[config.mk]
export PLATFORM = sky130hd
export DESIGN_NAME = trm_alu
export DESIGN_NICKNAME = d
export VERILOG_FILES = /design/src/trm_pkg.sv /design/src/trm_alu.sv
export SDC_FILE = /design/constraint.sdc
export NUM_CORES = 1
export LEC_CHECK = 0
export BUFFER_PORTS_ARGS = -buffer_cell sky130_fd_sc_hd__buf_2
export CORE_UTILIZATION = 50
export DETAILED_ROUTE_END_ITERATION = 8
export PLACE_DENSITY = 0.73
export SYNTH_ARGS = -nofsm -noshare
export SYNTH_HDL_FRONTEND = slang
export SYNTH_SLANG_ARGS = --single-unit
[constraint.sdc]
create_clock -name i_clk -period 10.9 [get_ports i_clk]
set_input_delay 1.09 -clock i_clk [delete_from_list [all_inputs] [get_ports i_clk]]
set_output_delay 1.09 -clock i_clk [all_outputs]
set_load 0.02 [all_outputs]
[src/trm_pkg.sv]
// Shared types and constants of the traffic rate meter.
// Depends on nothing; every other file of the block imports it.
`default_nettype none
package trm_pkg;

    localparam int RING_DEPTH_DEF = 64;
    localparam int RATE_W         = 40;
    localparam int TIME_W         = 48;
    localparam int BYTES_W        = 32;
    localparam int PKTS_W         = 16;
    localparam int EVCNT_W        = 32;
    localparam int DIV_W          = 14;
    localparam int CFG_IDX_W      = 3;
    localparam int CFG_DATA_W     = 16;

    localparam logic [CFG_IDX_W-1:0] CFG_INTERVAL   = 3'd0;
    localparam logic [CFG_IDX_W-1:0] CFG_AVG_WIN    = 3'd1;
    localparam logic [CFG_IDX_W-1:0] CFG_PRF_WIN    = 3'd2;
    localparam logic [CFG_IDX_W-1:0] CFG_IDLE_THR   = 3'd3;
    localparam logic [CFG_IDX_W-1:0] CFG_BURST_RAT  = 3'd4;

    localparam logic [13:0] INTERVAL_RST  = 14'd1000;
    localparam logic [13:0] INTERVAL_MIN  = 14'd100;
    localparam logic [13:0] INTERVAL_MAX  = 14'd10000;
    localparam logic [5:0]  AVG_WIN_RST   = 6'd5;
    localparam logic [5:0]  PRF_WIN_RST   = 6'd10;
    localparam logic [15:0] IDLE_THR_RST  = 16'd3000;
    localparam logic [7:0]  BURST_RAT_RST = 8'd48;

    typedef enum logic [1:0] {
        PRF_IDLE     = 2'd0,
        PRF_CONSTANT = 2'd1,
        PRF_BURSTY   = 2'd2,
        PRF_PERIODIC = 2'd3
    } t_profile;

    typedef enum logic {
        ALU_MUL = 1'b0,
        ALU_DIV = 1'b1
    } t_alu_op;

    typedef struct packed {
        logic    go;
        t_alu_op op;
    } t_alu_req;

endpackage
`default_nettype wire

[src/trm_alu.sv]
// Shared shift-add multiplier and restoring divider, one bit per cycle.
// Depends on trm_pkg for the request struct and the divisor width.
`default_nettype none
module trm_alu #(
    parameter int SUM_W = 47,
    parameter int ACC_W = 99
) (
    input  wire                  i_clk,
    input  wire                  i_rst_n,
    input  trm_pkg::t_alu_req    i_req,
    input  wire [ACC_W-1:0]      i_a,
    input  wire [SUM_W-1:0]      i_b,
    input  wire [ACC_W-1:0]      i_acc,
    output logic                 o_done,
    output logic [ACC_W-1:0]     o_res
);
    import trm_pkg::*;

    localparam int CNT_W = $clog2(SUM_W + 1);

    logic             r_busy;
    logic             r_done;
    t_alu_op          r_op;
    logic [ACC_W-1:0] r_p;
    logic [ACC_W-1:0] r_sh;
    logic [SUM_W-1:0] r_m;
    logic [DIV_W-1:0] r_d;
    logic [CNT_W-1:0] r_cnt;

    logic [DIV_W:0]   rem2;
    logic             qbit;

    // Restoring step: bring down the next dividend bit, subtract if it fits.
    assign rem2 = {r_p[DIV_W-1:0], r_sh[SUM_W-1]};
    assign qbit = (rem2 >= {1'b0, r_d});

    always_ff @(posedge i_clk) begin
        if (!i_rst_n) begin
            r_busy <= 1'b0;
            r_done <= 1'b0;
        end else begin
            r_done <= 1'b0;
            if (i_req.go) begin
                r_busy <= 1'b1;
                r_op   <= i_req.op;
                r_p    <= (i_req.op == ALU_MUL) ? i_acc : '0;
                r_sh   <= i_a;
                r_m    <= i_b;
                r_d    <= i_b[DIV_W-1:0];
                r_cnt  <= CNT_W'(SUM_W);
            end else if (r_busy) begin
                if (r_op == ALU_MUL) begin
                    if (r_m == '0) begin
                        r_busy <= 1'b0;
                        r_done <= 1'b1;
                    end else begin
                        if (r_m[0]) begin
                            r_p <= r_p + r_sh;
                        end
                        r_sh <= {r_sh[ACC_W-2:0], 1'b0};
                        r_m  <= {1'b0, r_m[SUM_W-1:1]};
                    end
                end else begin
                    if (r_cnt == '0) begin
                        r_busy <= 1'b0;
                        r_done <= 1'b1;
                    end else begin
                        r_p  <= qbit ? ACC_W'(rem2 - {1'b0, r_d}) : ACC_W'(rem2);
                        r_sh <= {{(ACC_W-SUM_W){1'b0}}, r_sh[SUM_W-2:0], qbit};
                        r_cnt <= r_cnt - 1'b1;
                    end
                end
            end
        end
    end

    assign o_done = r_done;
    assign o_res  = (r_op == ALU_MUL) ? r_p : r_sh;

endmodule
`default_nettype wire

---- Yosys cells after proc, flatten, opt, wreduce, memory -nomap -nowiden ----
Index checks and enable logic that the tools add are counted.
storage, ports and cells
  bits in registers ....................... 268
  bits in latches ......................... 0
  bits in writable memories ............... 0
  memory bits (read-only) ................. 0
  output and inout port bits .............. 100
  memories kept ........................... 0
operators by class
  add/sub/neg operators ................... 3
  multiply operators ...................... 0
  div/mod/pow operators ................... 0
  order comparisons ....................... 1
  equal/unequal tests ..................... 5
  shift-type cells ........................ 0
  mux-type cells .......................... 29
  bitwise gates (word level) .............. 2
  reductions and logical operators ........ 11
operator list
  cell                                                                number
  99-bit 2-to-1 mux                                                   14
  47-bit 2-to-1 mux                                                   4
  99-bit adder                                                        1
  47-bit zero test                                                    1
  6-bit 2-to-1 mux                                                    3
  15-bit by 14-bit subtractor with 16-bit output                      1
  15-bit by 14-bit >= comparator with 1-bit output                    1
  4-bit AND reduction                                                 3
  1-bit 2-to-1 mux                                                    8
  6-bit zero test                                                     1
  2-bit != test, second input constant                                3
  3-bit != test, second input constant                                2
  6-bit by 1-bit subtractor with 6-bit output, second input constant  1
  5-bit AND reduction                                                 1
  2-bit nonzero test                                                  2
  3-bit nonzero test                                                  1
  3-bit OR reduction                                                  1
  1-bit inverter                                                      2
  2-bit AND reduction                                                 1

---- Longest topological paths before layout ----
Gate-level depths: netlist of run 1.
  depth in word-level cells ............... 6
  gate-level depth with buffers ........... 15
  mapped depth without buffers ............ 14

---- Worst setup path after synthesis of run 1 ----
Ideal clock, no wire load.
  path kind ............................... input to register
  start ................................... input port i_req[1] in the netlist's numbering
  end ..................................... register r_p[0], enable pin
  arrival time ............................ 8392 ps
  path slack .............................. 2042 ps
  stages on the path ...................... 4
  buffers on the path ..................... 1
  cell sequence ........................... clkbuf_1 -> a21oi_1 -> nor2b_1 -> o21a_1
on the way
  word-level cells in the longest chain between the ends .. 2
  elaborated cells between the ends (all ways) .. 5
  classes of those cells .................. eq/ne: 2; reduce/logical: 3
ends and longest elaborated chain
  element                                                 line           RTL
  from (decl)                                             trm_alu.sv:10  input trm_pkg::t_alu_req i_req,
  3-bit != test (no source line) (tied with other cells)  --
  5-bit AND reduction (no source line) *                  --
  to (signal assigned)                                    trm_alu.sv:46  r_p <= (i_req.op == ALU_MUL) ? i_acc : '0;
  to (signal assigned)                                    trm_alu.sv:58  r_p <= r_p + r_sh;
  to (signal assigned)                                    trm_alu.sv:68  r_p <= qbit ? ACC_W'(rem2 - {1'b0, r_d}) : ACC_W'(rem2);
  to (decl)                                               trm_alu.sv:24  logic [ACC_W-1:0] r_p;
Every way passes the cells marked *; elsewhere a longest branch is shown, timed or not.
A chain may end at the register's enable or synchronous reset.

---- Worst setup path in the final report of run 1 ----
  start ................................... register r_p[10]
  end ..................................... register r_p[77] (data pin)
on the way
  word-level cells in the longest chain between the ends .. 6
  elaborated cells between the ends (all ways) .. 10
  classes of those cells .................. add/sub: 2; order compare: 1; mux: 7
ends and longest elaborated chain
  element                               line                          RTL
  99-bit adder (tied with other cells)  trm_alu.sv:58
  99-bit 2-to-1 mux (on tied branches)  trm_alu.sv:57, trm_alu.sv:68
  99-bit 2-to-1 mux (on tied branches)  trm_alu.sv:53, trm_alu.sv:64
  99-bit 2-to-1 mux *                   trm_alu.sv:52                 if (r_op == ALU_MUL) begin
  99-bit 2-to-1 mux *                   trm_alu.sv:51                 end else if (r_busy) begin
  99-bit 2-to-1 mux *                   trm_alu.sv:43                 if (i_req.go) begin
Every way passes the cells marked *; elsewhere a longest branch is shown, timed or not. The select of a mux whose other input is x is not followed.

==> results_dict.tcl, run 1 <==
set metrics [dict create \
    syn_nets 2312 \
    p_clk_share_pct 30.6 \
    cts_max_level 1 \
    cap_violations 0 \
    synth_cell_type_count 67 \
    grt_max_degree 89 \
    tightest_slew_ns 1.12 \
    syn_inst 1947 \
    io_buffers 348 \
    avgViaCountPerCell 6.18 \
    min_period_ns 4.59 \
    fmax_mhz 218 \
    p_leak_nw 9.05 \
    ys_seq_area_share_pct 41.3 \
    synth.area.mux_share_pct 11.1 \
    yosys_warnings 0 \
    synth_area_sq_mm 0.0194 \
    fp.dieH_um 199 \
    synth_xor_area_share_pct 4.60 \
    start_util_pct 51.2 \
    root_buffer "clkbuf_16" \
    power.density_mw_per_mm2 145 \
    layout_commonest_cell "buf_2" \
    die_w_um 199 \
    ys_top_cells_by_area "edfxtp_1 (41%), mux2_2 (11%), ha_1 (7.3%)" \
    cts_resized 0 \
    netSwitchingFraction_pct 33.3 \
    slew_headroom_pct 25.3 \
    switchingPower_mw 1.08 \
    p_seq_share_pct 39.8 \
    synth_top_area_cell "edfxtp_1" \
    multi_input_area_sq_mm 0.0108 \
    worstPathRequired_ns 11.20 \
    grt_pass1_wl_um 90400 \
    core_sq_mm 0.0379 \
    cts_buffers 30 \
    vias 17000 \
    syn2layout_area_growth_pct 15.5 \
    drtAntennaViolNets 0 \
    synth_edf_count 266 \
    synthSimpleGateAreaFrac_pct 10.7 \
    max_stage_delay_ns 0.78 \
    fin_skew_ns 0.0219 \
    antenna_found_initial 7 \
    fin_setup_tns_ns 0 \
    synth_top_family_by_area "compound AO/OA/AOI/OAI gates" \
    cp_cell_sequence "ha_1 > a21oi_1 > o221ai_1 > a31oi_1 > a211oi_2 > a311oi_2 > a211oi_1 > nor3_1 > o21a_1 > o21ai_0 > xnor2_1 > o21ai_0" \
    endpoint_kind "flop" \
    gp_congestion 1.01 \
    clk_pin_slew_ns 0.07 \
    clock-sinks 268 \
    worstPathArrival_ns 4.90 \
    crit_path_frequent_cell "o21ai_0" \
    synth_top_area_share_pct 41.1 \
    drive_gt1_share_pct 27.4 \
    post-route-util_pct 59.1 \
    post_cts_buffers 0 \
    nNetsFinal 2585 \
    die_area_sq_mm 0.0396 \
    min_path_type "reg2reg" \
    insertion_delay_ns 0.60 \
    track_usage_pct 29.5 \
    overflow 0 \
    seqCellArea_sq_mm 0.00803 \
    hold_viol 0 \
    final_cell_mix "buf_2 (347), edfxtp_1 (266), a21oi_1 (225)" \
    worst-path-max-fanout 7 \
    holdBufCountCts 0 \
    p_int_mw 2.17 \
    async_reset_ff_share_pct 0 \
    ys_seq_elements 268 \
    grt_pass1_vias 16100 \
    vdd_drop_max_v 0.000124 \
    dr.pass1.iters 6 \
    drc 0 \
    dp_hpwl_um 45100 \
    finalSetupViolCount 0 \
    cts_buffer_depth 3 \
    drv_slew 0 \
    avgSynthCellArea_sq_um 9.98 \
    synth-compound-area-share_pct 21.2 \
    num-fill-cells 3319 \
    rows 71 \
    comb_power_share_pct 29.7 \
    wl_per_cell_um 22.0 \
    drt_wl_total_um 60700 \
    tritoncts "yes" \
    cp-start-kind "flop" \
    status "finished, final reports clean" \
    crit_path_top_delay_cell "a311oi_2" \
    worst-path-buf-inv 0 \
    drtIter0Drc 1558 \
    critical_path_class "reg2reg" \
    synthAdderAreaFrac_pct 7.55 \
    io_pins 349 \
    grt_setup_unrepaired "no" \
    path_delay_family "compound AO/OA/AOI/OAI gates" \
    yosys_most_used_dff "edfxtp_1" \
    min_period_over_period_pct 42.1 \
]
[synthesized netlist by cell type (all sizes together) (16+ instances only)]
cell type and count:
clkbuf 101, xnor2 63, ha 114, buf 18, a22o 55, edfxtp 266
a21o 57, nor2 97, nor2b 16, inv 56, nand3 28, a21oi 226
mux2 186, nand2 146, o21ai 164, a22oi 21, xor2 39, o21bai 26
nand4 56, nor3 29
[routing by layer]
layer / part of all wire [%] / global-route usage (%) / up-vias / routed length, um
met5: 0.10 / 0 / - / 63
met2: 44 / 45.9 / 749 / 27000
met3: 8.3 / 5.91 / 125 / 5070
li1: - / - / 7973 / -
met1: 44 / 41.2 / 8189 / 26700
met4: 3.0 / 8.80 / 10 / 1830
[sequential cells by signal (all words and copies together) (netlist names)]
name / count
r_p: 99
r_sh: 99
r_m: 47
r_d: 14
r_cnt: 6
o_done: 1
r_busy: 1
r_op: 1
[power by group through the flow]
| stage | clock, mW | sequential [mW] | combinational [mW] |
|---|---|---|---|
| after global placement | 0 | 1.31 | 0.937 |
| after CTS | 1.00 | 1.29 | 0.950 |
| after floorplan | 0 | 1.29 | 0.678 |
| final | 0.993 | 1.29 | 0.964 |
| after global routing | 1.04 | 1.30 | 1.05 |
| after detailed placement | 0 | 1.31 | 0.944 |
[worst reg2reg max path, cell delays in order, from the launching register on]
cell      delay [ns]
edfxtp_1        0.49
ha_1            0.45
a21oi_1         0.27
o221ai_1        0.18
a31oi_1         0.33
a211oi_2        0.18
a311oi_2        0.78
a211oi_1        0.24
nor3_1          0.52
o21a_1          0.22
o21ai_0         0.29
xnor2_1         0.26
o21ai_0         0.09
[worst paths after layout]
kind                                         from                end  slack, ns  depth (start not counted)
worst max-delay path            r_p[10]$_DFFE_PP_  r_p[77]$_DFFE_PP_       6.31                         12
worst min-delay path            r_busy$_SDFF_PN0_  o_done$_SDFF_PP0_       0.50                          2
worst max register to register  r_p[10]$_DFFE_PP_  r_p[77]$_DFFE_PP_       6.31                         12
worst min register to register  r_busy$_SDFF_PN0_  o_done$_SDFF_PP0_       0.50                          2
[cell families (layout without fill, tap and decap cells)]
group           count (synthesis)  count (layout)
buf+inv                       176             472
simple gates                  435             435
mux                           192             192
other cells                     0               3
xor+xnor                      102             102
fa+ha+maj                     116             116
compound gates                658             658
flops                         268             268
[cell type report]
cell class                 instances  share of cell area (%)
antenna                            3                  0.0335
clock buffer                      32                    3.38
clock inverter                    23                   0.792
inverter                          57                   0.954
multi-input combinational       1503                    48.0
sequential                       268                    35.8
tap                              511                    2.85
timing repair buffer             360                    8.19
[stage by stage]
stage               total power, mW  hold WS, ns  setup slack [ns]  cell area [sq um]  instances
detailed placement             2.25        0.484              6.44              21500       2699
global route                   3.38        0.535              6.19              22400       2755
floorplan                      1.97        0.448              2.04              19400       1947
finish                         3.25        0.497              6.31              22400       2757
global placement               2.25        0.468              6.51              21500       2699
CTS                            3.25        0.495              6.41              22400       2754
(Power assumes the default switching activity.)
==> run 2, diff against run 1 <==
Settings changed: ABC_AREA set to 1, PLACE_DENSITY 0.73 to 0.74.
Clock period 10.9 ns to 3.9 ns, I/O delays scaled along.
==> results_dict.tcl, run 2 <==
set metrics [dict create \
    min_period_over_period_pct 82.9 \
    nNetsFinal 4417 \
    layout_commonest_cell "nand2_1" \
    grt_max_degree 106 \
    fin_setup_tns_ns 0 \
    tritoncts "yes" \
    gp_congestion 1.08 \
    tightest_slew_ns 1.22 \
    antenna_found_initial 2 \
    cts_resized 0 \
    wl_per_cell_um 18.5 \
    crit_path_frequent_cell "nand2_1" \
    drtAntennaViolNets 0 \
    worst-path-max-fanout 5 \
    synth.most_common_cell "nand2_1" \
    drv_slew 0 \
    power.density_mw_per_mm2 393 \
    track_usage_pct 35.9 \
    cp-start-kind "flop" \
    cts_buffer_depth 3 \
    ys_top_cells_by_area "edfxtp_1 (34%), nand2_1 (27%), inv_1 (10%)" \
    ys_seq_area_share_pct 34.2 \
    num-fill-cells 4707 \
    cap_violations 0 \
    p_leak_nw 14.7 \
    crit_path_top_delay_cell "edfxtp_1" \
    dp_hpwl_um 69200 \
    post_cts_buffers 0 \
    seqCellArea_sq_mm 0.00803 \
    avgViaCountPerCell 5.34 \
    reg_top3 "r_p: 99 flops, r_sh: 99 flops, r_m: 47 flops" \
    hold_viol 0 \
    insertion_delay_ns 0.56 \
    post-route-util_pct 57.9 \
    synth_cell_type_count 40 \
    fp.dieH_um 219 \
    avgSynthCellArea_sq_um 6.29 \
    ys_seq_elements 268 \
    max_stage_delay_ns 0.41 \
    die_w_um 219 \
    start_util_pct 50.5 \
    holdBufCountCts 0 \
    drt_wl_total_um 86800 \
    cp_cell_sequence "ha_1 > inv_1 > fa_1 > inv_1 > nand3_1 > nand2_1 > nand2_1 > nand2_1 > nand2_1 > nand2_1 > nand2_1 > nand2_1 > nand2_1 > nand2_1 > a21oi_1 > o21ai_0 > nand2_1" \
    synth_top_cells_by_count "nand2_1 (1668), inv_1 (631), nor2_1 (330)" \
    min_period_ns 3.23 \
    fin_skew_ns 0.0219 \
    async_reset_ff_share_pct 0 \
    multi_input_area_sq_mm 0.0127 \
    drtIter0Drc 2877 \
    synth_top_area_cell "edfxtp_1" \
    synth_area_sq_mm 0.0235 \
    dr.pass1.iters 6 \
    fmax_mhz 309 \
    synth_edf_count 266 \
    final_cell_mix "nand2_1 (1668), inv_1 (629), buf_2 (347)" \
    worstPathArrival_ns 3.53 \
    die_area_sq_mm 0.0478 \
    io_buffers 348 \
    overflow 0 \
    critical_path_class "reg2reg" \
    drc 0 \
    path_delay_family "simple AND/OR/NAND/NOR gates" \
    finalSetupViolCount 0 \
    drive_gt1_share_pct 10.9 \
    cts_buffers 34 \
    min_path_type "in2reg" \
    syn_nets 4098 \
    io_pins 349 \
    rows 79 \
    grt_setup_unrepaired "no" \
    vias 25000 \
    syn_inst 3733 \
    endpoint_kind "flop" \
    root_buffer "clkbuf_16" \
    clk_pin_slew_ns 0.06 \
    cts_max_level 2 \
    yosys_warnings 0 \
    grt_pass1_wl_um 130000 \
    grt_pass1_vias 22800 \
    yosys_most_used_dff "edfxtp_1" \
    core_sq_mm 0.0465 \
    syn2layout_area_growth_pct 14.6 \
    clock-sinks 268 \
    synth_top_area_share_pct 34.0 \
    status "finished, final reports clean" \
    antennaDiodeCount 0 \
    worstPathRequired_ns 4.20 \
    worst-path-buf-inv 2 \
    slew_headroom_pct 18.7 \
    vdd_drop_max_v 0.000382 \
]
[run 2: cell types whose count changed in the layout (fill, tap and decap cells not counted), sizes merged, moves of 55 or more]
| cell | previous run | this run |
|---|---|---|
| a21oi | 226 | 145 |
| mux2 | 186 | 0 |
| a21o | 57 | 2 |
| nor2 | 97 | 331 |
| nand3 | 28 | 181 |
| inv | 56 | 637 |
| nand2 | 146 | 1668 |
| o21ai | 164 | 84 |
[run 2: layout make-up]
| class | count | share of cell area [%] |
|---|---|---|
| clock inverters | 22 | 0.665 |
| flip-flops and latches | 268 | 29.8 |
| clock buffers | 39 | 3.31 |
| well taps | 607 | 2.82 |
| inverters | 635 | 8.87 |
| multi-input cells | 2745 | 47.3 |
| repair buffers | 368 | 7.18 |
[run 2: path summary, 6_finish.rpt]
check	from	endpoint	slack, ns	depth (start not counted)
min	i_b[6]	r_d[6]$_DFFE_PP_	0.03	1
max	r_p[0]$_DFFE_PP_	r_p[64]$_DFFE_PP_	0.67	17
max reg2reg	r_p[0]$_DFFE_PP_	r_p[64]$_DFFE_PP_	0.67	17
min reg2reg	r_m[23]$_DFFE_PP_	r_m[22]$_DFFE_PP_	0.54	2
[run 2: logic make-up after synthesis]
kind of cell / count (synthesis) / share of synthesized area (%)
AND/OR/NAND/NOR: 2260 / 38.0
buffers and inverters: 720 / 11.7
AO/OA/AOI/OAI: 341 / 8.82
flip-flops: 268 / 34.2
adder cells (fa/ha/maj): 116 / 6.25
XOR/XNOR: 28 / 1.04
[run 2: metrics by stage]
step | hold slack, ns | instances | setup WS (ns) | total power [mW] | instance area (sq um)
2_1_floorplan | 0.455 | 3733 | 0.0873 | 6.15 | 23500
3_3_place_gp | 0.529 | 4623 | 0.732 | 7.41 | 25800
3_5_place_dp | 0.528 | 4623 | 0.748 | 7.42 | 25800
4_1_cts | 0.00976 | 4684 | 0.726 | 10.5 | 26900
5_1_grt | 0.0217 | 4684 | 0.411 | 11.1 | 26900
6_report | 0.0323 | 4684 | 0.667 | 10.6 | 26900
[run 2: power by group]
| part | total (mW) | internal [mW] | switching, mW |
|---|---|---|---|
| clock | 3.11 | 1.78 | 1.33 |
| combinational | 3.77 | 1.16 | 2.61 |
| sequential | 3.71 | 3.52 | 0.187 |
[run 2: layer usage]
| metal | GRT usage [%] | vias up | share of wire (%) |
|---|---|---|---|
| met5 | 0 | - | 0.030 |
| met4 | 12.6 | 4 | 3.5 |
| met3 | 5.48 | 160 | 9.5 |
| met2 | 54.7 | 1206 | 43 |
| met1 | 51.4 | 11300 | 44 |
| li1 | - | 12300 | - |
==> run 3, diff against run 2 <==
Settings changed: ABC_AREA 1 to 0, PLACE_DENSITY 0.74 to 0.73.
Clock period 3.9 ns to 3.3 ns, I/O delays scaled along.
==> results_dict.tcl, run 3 (synthesis gave the netlist of run 1 again) <==
set metrics [dict create \
    drt_wl_total_um 69000 \
    violations "negative setup slack" \
    max_stage_delay_ns 0.44 \
    overflow 0 \
    met1_length_um 29400 \
    dp_hpwl_um 50700 \
    nNetsFinal 2994 \
    post-route-util_pct 69.9 \
    r2r_slack_ns -0.32 \
    avgViaCountPerCell 6.01 \
    worst-path-buf-inv 3 \
    drtIter0Drc 1842 \
    syn2layout_area_growth_pct 36.6 \
    cap_violations 0 \
    path_delay_family "compound AO/OA/AOI/OAI gates" \
    antenna_found_initial 7 \
    status "finished, violations left" \
    tritoncts "yes" \
    worst_r2r_path_depth 14 \
    fp.dieH_um 199 \
    finalSetupViolCount 23 \
    root_buffer "clkbuf_16" \
    rows 71 \
    min_period_over_period_pct 110 \
    die_area_sq_mm 0.0396 \
    cp-start-kind "flop" \
    clk_pin_slew_ns 0.07 \
    endpoint_kind "flop" \
    final_cell_mix "buf_4 (384), buf_2 (347), edfxtp_1 (266)" \
    core_sq_mm 0.0379 \
    clock-sinks 268 \
    fin_setup_tns_ns -3.28 \
    fin_skew_ns 0.0289 \
    grt_pass1_wl_um 102000 \
    route.met2.wl_um 32000 \
    grt_pass1_vias 18700 \
    top_layer_used "met5" \
    dr_wl_met3_um 5240 \
    fin_ws_ns -0.316 \
    drive_gt1_share_pct 41.8 \
    slew_headroom_pct 23.8 \
    reg_top3 "r_p: 99 flops, r_sh: 99 flops, r_m: 47 flops" \
    crit_path_top_delay_cell "edfxtp_1" \
    io_pins 349 \
    grt_max_degree 99 \
    track_usage_pct 33.4 \
    drc 0 \
    drv_slew 0 \
    start_util_pct 51.2 \
    critical_path_class "reg2reg" \
    min_path_type "in2reg" \
    worst-path-max-fanout 7 \
    cts_max_level 2 \
    die_w_um 199 \
    p_leak_nw 11.2 \
    min_period_ns 3.62 \
    grt_setup_unrepaired "yes" \
    vdd_drop_max_v 0.000538 \
    gp_congestion 1.06 \
    hold_depth 1 \
    layout_commonest_cell "buf_4" \
    io_buffers 348 \
    worstPathArrival_ns 3.91 \
    cts_buffer_depth 3 \
    vias 19000 \
    hold_viol 0 \
    worstPathRequired_ns 3.60 \
    fmax_mhz 277 \
    drtAntennaViolNets 0 \
    power.density_mw_per_mm2 462 \
    wl_per_cell_um 21.8 \
    critical_path_depth 14 \
    tightest_slew_ns 1.14 \
    crit_path_frequent_cell "buf_4" \
    cts_buffers 34 \
    dr.pass1.iters 6 \
    insertion_delay_ns 0.56 \
    cp_cell_sequence "ha_4 > nand4_4 > nor3_2 > nand4_1 > a211oi_2 > a311oi_2 > buf_4 > o41ai_4 > a21oi_2 > o41a_1 > buf_4 > buf_6 > a31oi_1 > o21ai_1" \
]
[run 3: where the power goes]
group / internal [mW] / total [mW] / leakage (nW) / switching, mW
logic: 1.95 / 4.23 / 8.13 / 2.27
registers: 4.08 / 4.26 / 2.56 / 0.174
clock network: 2.25 / 3.78 / 0.529 / 1.53
total: 8.29 / 12.3 / 11.2 / 3.98
[run 3: path summary, 6_finish.rpt]
kind,from,end
worst min-delay path,i_req[0],r_op$_DFFE_PP_
worst max-delay path,r_p[20]$_DFFE_PP_,r_p[89]$_DFFE_PP_
worst max register to register,r_p[20]$_DFFE_PP_,r_p[89]$_DFFE_PP_
worst min register to register,r_busy$_SDFF_PN0_,o_done$_SDFF_PP0_
[run 3: repair_timing]
item | 4_1_cts | 5_1_grt
resized for setup | 61 | 98
pin swaps | 19 | 21
endpoints found under the hold margin | 14 | 0
cloned | 0 | 3
hold buffers | 14 | 0
endpoints found under the setup margin | 65 | 73
buffers inserted | 21 | 21
[run 3: final cells by class]
class / count / area [sq um]
Clock inverter: 16 / 180
Antenna cell: 3 / 7.51
Clock buffer: 43 / 906
Multi-Input combinational cell: 1503 / 11500
Timing Repair Buffer: 765 / 5090
Fill cell: 2924 / 11400
Inverter: 57 / 214
Sequential cell: 268 / 8030
Tap cell: 511 / 639
[run 3: routing by layer]
metal / global-route usage, % / vias up
met2: 54.5 / 904
met4: 12.1 / 6
met1: 44.7 / 9171
met3: 5.32 / 159
met5: 0 / -
li1: - / 8792
[run 3: per-stage QoR]
step | total power, mW | setup slack [ns] | instances | cell area (sq um) | hold WS [ns]
global placement | 8.06 | -0.314 | 3048 | 24200 | 0.484
floorplan | 6.50 | -2.00 | 1947 | 19400 | 0.429
global route | 12.7 | -0.461 | 3164 | 26500 | 0.0221
detailed placement | 8.11 | -0.370 | 3048 | 24200 | 0.499
CTS | 12.0 | -0.173 | 3141 | 25900 | 0.00242
finish | 12.3 | -0.316 | 3166 | 26500 | 0.0250
